File: src/design/cp_pkg.sv
// ----------------------------------------------------------------------------
// cp_pkg
// Shared constants for the closest pair search block.
// ----------------------------------------------------------------------------
package cp_pkg;

  localparam int MAX_POINTS_DEF = 512;
  localparam int COORD_BITS_DEF = 16;

  localparam int DIST_W = 34;
  localparam int IDX_W  = 9;

  localparam logic [DIST_W-1:0] DIST_MAX      = 34'h3_FFFF_FFFF;
  localparam logic [DIST_W-1:0] DEFAULT_BOUND = 34'd20000;
  localparam logic [31:0]       SQRT_LIMIT    = 32'd131072;

endpackage

File: src/design/cp_dist.sv
// ----------------------------------------------------------------------------
// cp_dist
// Squared distance unit: one shared squarer, result registered in dist_r with done_r
// after the phase registers, saturating at the result range.
// ----------------------------------------------------------------------------
module cp_dist #(
  parameter int COORD_BITS = cp_pkg::COORD_BITS_DEF
) (
  input  logic                      clk,
  input  logic                      rst_n,
  input  logic                      start,
  input  logic [2*COORD_BITS-1:0]   pt_a,
  input  logic [2*COORD_BITS-1:0]   pt_b,
  output logic                      done_r,
  output logic [cp_pkg::DIST_W-1:0] dist_r
);

  localparam int C  = COORD_BITS;
  localparam int PW = 2 * C;
  localparam int SW = PW + 1;

  logic [C:0]    dx_d, dy_d, dx_m, dy_m;
  logic [C-1:0]  dx_r, dy_r, sq_op;
  logic          big_r;
  logic [2:0]    ph_r;
  logic [PW-1:0] prod_r, acc_r, sq_res;
  logic [SW-1:0] sum;

  always_comb begin
    dx_d = {pt_a[PW-1], pt_a[PW-1:C]} - {pt_b[PW-1], pt_b[PW-1:C]};
    dy_d = {pt_a[C-1], pt_a[C-1:0]} - {pt_b[C-1], pt_b[C-1:0]};
    dx_m = dx_d[C] ? (~dx_d + 1'b1) : dx_d;
    dy_m = dy_d[C] ? (~dy_d + 1'b1) : dy_d;
  end

  assign sq_op  = ph_r[1] ? dy_r : dx_r;
  assign sq_res = PW'(sq_op) * PW'(sq_op);
  assign sum    = SW'(acc_r) + SW'(prod_r);

  always_ff @(posedge clk) begin
    if (!rst_n) begin
      ph_r   <= '0;
      done_r <= 1'b0;
    end else begin
      ph_r   <= {ph_r[1:0], start};
      done_r <= ph_r[2];
    end
  end

  always_ff @(posedge clk) begin
    if (start) begin
      dx_r  <= dx_m[C-1:0];
      dy_r  <= dy_m[C-1:0];
      big_r <= (32'(dx_m[C-1:0]) >= cp_pkg::SQRT_LIMIT) ||
               (32'(dy_m[C-1:0]) >= cp_pkg::SQRT_LIMIT);
    end
    if (ph_r[0]) begin
      prod_r <= sq_res;
    end
    if (ph_r[1]) begin
      acc_r  <= prod_r;
      prod_r <= sq_res;
    end
    if (ph_r[2]) begin
      dist_r <= (big_r || (64'(sum) > 64'(cp_pkg::DIST_MAX))) ?
                cp_pkg::DIST_MAX : cp_pkg::DIST_W'(sum);
    end
  end

endmodule

File: config.mk
export PLATFORM = sky130hd
export DESIGN_NAME = cp_dist
export DESIGN_NICKNAME = d
export VERILOG_FILES = /design/src/design/cp_pkg.sv /design/src/design/cp_dist.sv
export SDC_FILE = /design/constraint.sdc
export NUM_CORES = 1
export LEC_CHECK = 0
export BUFFER_PORTS_ARGS = -buffer_cell sky130_fd_sc_hd__buf_4
export CAP_MARGIN = 20
export CORE_MARGIN = 5
export CORE_UTILIZATION = 60
export CTS_CLUSTER_SIZE = 16
export DETAILED_ROUTE_END_ITERATION = 7
export PLACE_DENSITY_LB_ADDON = 0.05
export SYNTH_ARGS = -nofsm -noshare
export SYNTH_HDL_FRONTEND = slang
export SYNTH_SLANG_ARGS = --single-unit
File: constraint.sdc
create_clock -name clk -period 9.3 [get_ports clk]
set_input_delay 0.465 -clock clk [delete_from_list [all_inputs] [get_ports clk]]
set_output_delay 0.465 -clock clk [all_outputs]
set_load 0.02 [all_outputs]
# Yosys cells after proc, flatten, opt, wreduce, memory -nomap -nowiden
# Index checks and enable logic that the tools add are counted.
[totals] ff_bits=133 input_bits=67 output_inout_bits=35 elab_cells=21
[op_classes] n_addsub=5 multipliers=1 n_mux=5 bitwise_logic=2 n_reduce_logical=1
[op_table] cell="32-bit 2-to-1 mux" n=2
[op_table] cell="16-bit 2-to-1 mux" n=3
[op_table] cell="16-bit by 16-bit subtractor with 17-bit output" n=2
[op_table] cell="32-bit by 32-bit adder with 33-bit output" n=1
[op_table] cell="16-bit by 1-bit adder with 16-bit output, second input constant" n=2
[op_table] cell="16-bit by 16-bit multiplier with 32-bit output" n=1
[op_table] cell="16-bit inverter" n=2
[op_table] cell="2-bit nonzero test" n=1

# Logic depth before layout (Yosys ltp)
[depth] ltp_word=4 ltp_mapped=29 mapped_depth_nobuf=26

# Least setup slack after synthesis
# OpenSTA, ideal clock, no wires.
[synth_timing] path_type="reg2reg" start="register ph_r[1]" end="register prod_r[30], data pin" setup_time_ns=0.258 t_arrival_ns=7.903 t_required_ns=9.042 slack_ns=1.140 stages_incl_launch_ff=27 n_path_buf=2 period_less_slack_ns=8.160 cell_sequence="dfxtp_1 -> clkbuf_1 -> clkbuf_1 -> mux2i_1 -> clkinv_1 -> nand2_1 -> inv_1 -> fa_1 -> inv_1 -> fa_1 -> inv_1 -> fa_1 -> fa_1 -> fa_1 -> inv_1 -> fa_1 -> inv_1 -> ha_1 -> nand3_1 -> or3_1 -> a211o_1 -> a21oi_1 -> o2111ai_1 -> a311oi_1 -> a311o_1 -> a21oi_1 -> xnor2_1"
[synth_between] elab_chain_cells=4
[synth_rtl] item="from (decl)" line_no="cp_dist.sv:25" source="logic [2:0] ph_r;"
[synth_rtl] item="from (signal assigned)" line_no="cp_dist.sv:45" source="ph_r <= {ph_r[1:0], start};"
[synth_rtl] item="16-bit 2-to-1 mux *" line_no="cp_dist.sv:36" source="assign sq_op = ph_r[1] ? dy_r : dx_r;"
[synth_rtl] item="16-bit by 16-bit multiplier with 32-bit output *" line_no="cp_dist.sv:37" source="assign sq_res = PW'(sq_op) * PW'(sq_op);"
[synth_rtl] item="named net sq_res[30]" line_no="cp_dist.sv:26" source="logic [PW-1:0] prod_r, acc_r, sq_res;"
[synth_rtl] item="32-bit 2-to-1 mux" line_no="cp_dist.sv:57" source="if (ph_r[0]) begin"
[synth_rtl] item="32-bit 2-to-1 mux *" line_no="cp_dist.sv:60" source="if (ph_r[1]) begin"
[synth_rtl] item="to (signal assigned)" line_no="cp_dist.sv:58" source="prod_r <= sq_res;"
[synth_rtl] item="to (signal assigned)" line_no="cp_dist.sv:62" source="prod_r <= sq_res;"
[synth_rtl] item="to (decl)" line_no="cp_dist.sv:26"
# Mark *: on every way through the listed nets, which the timed path passes. The rest lies on a longest branch. The select of a mux whose other input is x is not followed.
# A chain may end at the register's enable or synchronous reset.

# Final worst setup path
# Ends and elaborated chain as after synthesis.

==> results.sh <==
export IMPL_cts_resized=0
export IMPL_maxCapViolations=0
export IMPL_fin_crit_sh_pct=87.7
export IMPL_wl_microns=29700
export IMPL_whs_ps=316
export IMPL_num_fill_cells=1916
export IMPL_io_pins=102
export IMPL_synthFlopType="edfxtp_1"
export IMPL_r2r_cells=24
export IMPL_holdPathEnd="done_r"
export IMPL_avgRoutedWirePerCell_microns=15.5
export IMPL_antenna_cells=0
export IMPL_multi_input_area_sq_um=9470
export IMPL_cts_tree="done"
export IMPL_clock_sinks=131
export IMPL_routabilityCongestion=0.943
export IMPL_critical_path_max_stage_delay_ps=710
export IMPL_nets=1972
export IMPL_hp_start="rst_n"
export IMPL_synth_cell_types=79
export IMPL_h_tree_depth=4
export IMPL_final_min_clock_period_ps=8150
export IMPL_cp_arrival_ps=8320
export IMPL_yosysWarnings=0
export IMPL_yosysTopAreaCellShare_pct=26.1
export IMPL_synth_avg_cell_area_sq_um=9.93
export IMPL_drt_pass1_iter_count=5
export IMPL_vias_per_cell=5.36
export IMPL_worstSetupPathDepth=24
export IMPL_maxSlewViolCount=0
export IMPL_placeableCoreArea_sq_um=24200
export IMPL_slowest_stage="mux2i_1"
export IMPL_r2r_end="prod_r[30]"
export IMPL_hold_path_class="input pin to flop"
export IMPL_antenna_left=0
export IMPL_yosys_top_cells_area="edfxtp_1 (26%), fa_1 (22%), ha_1 (14%), inv_1 (8.0%), xnor2_1 (4.2%)"
export IMPL_worstSetupPathType="flop to flop"
export IMPL_start_util_pct=60.5
export IMPL_drc=0
export IMPL_syn_cell_area_sq_um=14600
export IMPL_rrSetupSlack_ps=1150
export IMPL_final_setup_worst_slack_ps=1150
export IMPL_finalHoldViolCount=0
export IMPL_synthArstFlopShare_pct=0
export IMPL_die_h_microns=166
export IMPL_worst_slew_pin_slew_ps=844
export IMPL_synth_edf_count=127
export IMPL_grt_use_total_pct=22.4
export IMPL_preCtsSetupSlack_ps=1200
export IMPL_critPathTopFamily="adder cells"
export IMPL_crit_chain="mux2i_1, clkinv_1, nand2_1, inv_1, fa_1, inv_1, fa_1, inv_1, fa_1, fa_1, fa_1, inv_1, fa_1, inv_1, ha_1, nand3_1, or3_1, a211o_1, a21oi_1, o2111ai_1, a311oi_1, a311o_1, a21oi_1, xnor2_1"
export IMPL_crit_top_cell="fa_1"
export IMPL_synth_nets=1865
export IMPL_setup_tns_ps=0
export IMPL_endpoint_kind="flop"
export IMPL_fp_dieW_microns=166
export IMPL_grt_ovfl_total=0
export IMPL_drt_iter0_drc=455
export IMPL_rsz0062_at_grt="false"
export IMPL_yosysSeqAreaShare_pct=26.6
export IMPL_antenna_found_initial=0
export IMPL_max_slew_margin_pct=42.1
export IMPL_clk_insertion_delay_late_ps=430
export IMPL_die_area_sq_um=27600
export IMPL_fin_skew_ps=7.46
export IMPL_crit_fanout=21
export IMPL_drive_gt1_share_pct=10.5
export IMPL_clk_path_buf_depth=2
export IMPL_syn_inst=1473
export IMPL_postCtsHoldBufs=0
export IMPL_outcome="finished clean"
export IMPL_fmaxAchievable_mhz=123
export IMPL_rows=57
export IMPL_grt_max_degree=35
export IMPL_worst_path_buf_inv=6
export IMPL_path_clk_slew_ps=70
export IMPL_cp_required_ps=9470
export IMPL_grt_first_pass_wirelength_microns=51000
export IMPL_root_buffer="clkbuf_16"
export IMPL_hold_depth=2
export IMPL_area_growth_pct=11.7
export IMPL_ys_seq_elements=131
export IMPL_yosys_area_top_type="edfxtp_1"
export IMPL_post_cts_buffers=0
export IMPL_setup_viol=0
export IMPL_vias=10272
export IMPL_start_kind="flop"
export IMPL_worstReg2RegStart="ph_r[1]"
export IMPL_numPortBuffers=100
export IMPL_numCtsBuffers=17
export IMPL_grt_pass1_vias=10881
export IMPL_hpwl_microns=24700
export IMPL_regArea_sq_um=3890
state kept, by name, summed over array words and instances (netlist names):
register,flops
dy_r,16
dx_r,16
prod_r,31
dist_r,33
ph_r,3
acc_r,31
done_r,1
final cells by class:
cell class / instances / share of cell area (%)
Multi-Input combinational cell: 1008 / 58.0
Sequential cell: 131 / 23.9
Inverter: 316 / 7.26
Timing Repair Buffer: 106 / 4.87
Clock buffer: 18 / 2.63
Tap cell: 324 / 2.48
Clock inverter: 14 / 0.889
per-stage QoR:
step / utilization, % / cells / instance area [sq um]
global route: 67.5 / 1917 / 16300
global placement: 65.2 / 1885 / 15800
finish: 67.5 / 1917 / 16300
floorplan: - / 1473 / 14600
CTS: 67.5 / 1917 / 16300
detailed placement: 65.2 / 1885 / 15800
how the worst max path moves through the flow:
stage | startpoint | end | slack (ps)
detailed placement | ph_r[1] | prod_r[30] | 1200
global placement | ph_r[1] | prod_r[30] | 1510
CTS | ph_r[1] | prod_r[30] | 1190
finish | ph_r[1] | prod_r[30] | 1150
floorplan | ph_r[1] | prod_r[30] | 1140
global route | ph_r[1] | prod_r[30] | 690
per-layer routing:
layer	up-vias	GRT usage [%]	share of wire (%)
met5	-	0	0
met4	0	9.47	3.9
met3	70	3.14	4.3
met2	286	39.7	50
met1	4861	27.5	42
li1	5055	-	-
synth_stat cells, types with 5 or more instances:
| master | instances |
|---|---|
| o211ai_1 | 9 |
| a21o_1 | 29 |
| a31oi_1 | 6 |
| or2_2 | 6 |
| nor2_1 | 107 |
| nand2_1 | 114 |
| and3_1 | 6 |
| ha_1 | 161 |
| or3_1 | 6 |
| nand2b_1 | 8 |
| nand4_1 | 5 |
| xnor2_1 | 70 |
| mux2_2 | 10 |
| inv_1 | 312 |
| xor2_1 | 34 |
| a211oi_1 | 6 |
| o21ai_1 | 5 |
| o21a_1 | 18 |
| nor3_1 | 18 |
| edfxtp_1 | 127 |
| fa_1 | 164 |
| o31ai_1 | 7 |
| o21ai_0 | 30 |
| nand3_1 | 16 |
| and2_1 | 10 |
| clkbuf_1 | 16 |
| mux2i_1 | 11 |
| nor2b_1 | 12 |
| a21oi_1 | 64 |
| o21bai_1 | 10 |
cells in the final DEF (no fill, tap or decap), types with 4 or more instances in the layout:
master / count
or3_1: 6
clkbuf_16: 17
mux2_2: 10
xnor2_1: 70
o21bai_1: 10
fa_1: 164
o21ai_0: 30
xor2_1: 34
and2_1: 10
nand4_1: 5
a31oi_1: 6
edfxtp_1: 127
clkinv_1: 4
nand3_1: 16
inv_1: 312
o211ai_1: 9
o21a_1: 18
nand2b_1: 8
a21oi_1: 64
a21o_1: 29
nand2_1: 114
inv_6: 6
buf_4: 106
nor2b_1: 12
or2_2: 6
mux2i_1: 11
nor3_1: 18
nor2_1: 107
ha_1: 161
and3_1: 6
a211oi_1: 6
o31ai_1: 7
o21ai_1: 5
logic make-up (layout without fill, tap and decap cells):
| group | Yosys count | count (layout) | synth area share, % |
|---|---|---|---|
| buf+inv | 334 | 454 | 8.60 |
| simple gates | 328 | 328 | 10.2 |
| fa+ha+maj | 325 | 325 | 36.2 |
| compound gates | 229 | 229 | 10.6 |
| flops | 131 | 131 | 26.6 |
| xor+xnor | 104 | 104 | 6.23 |
| mux | 21 | 21 | 1.52 |
| other cells | 1 | 1 | 0.0256 |
Power is not shown: default switching activity piles up to over one toggle a cycle in this logic, so the estimate is an artifact.
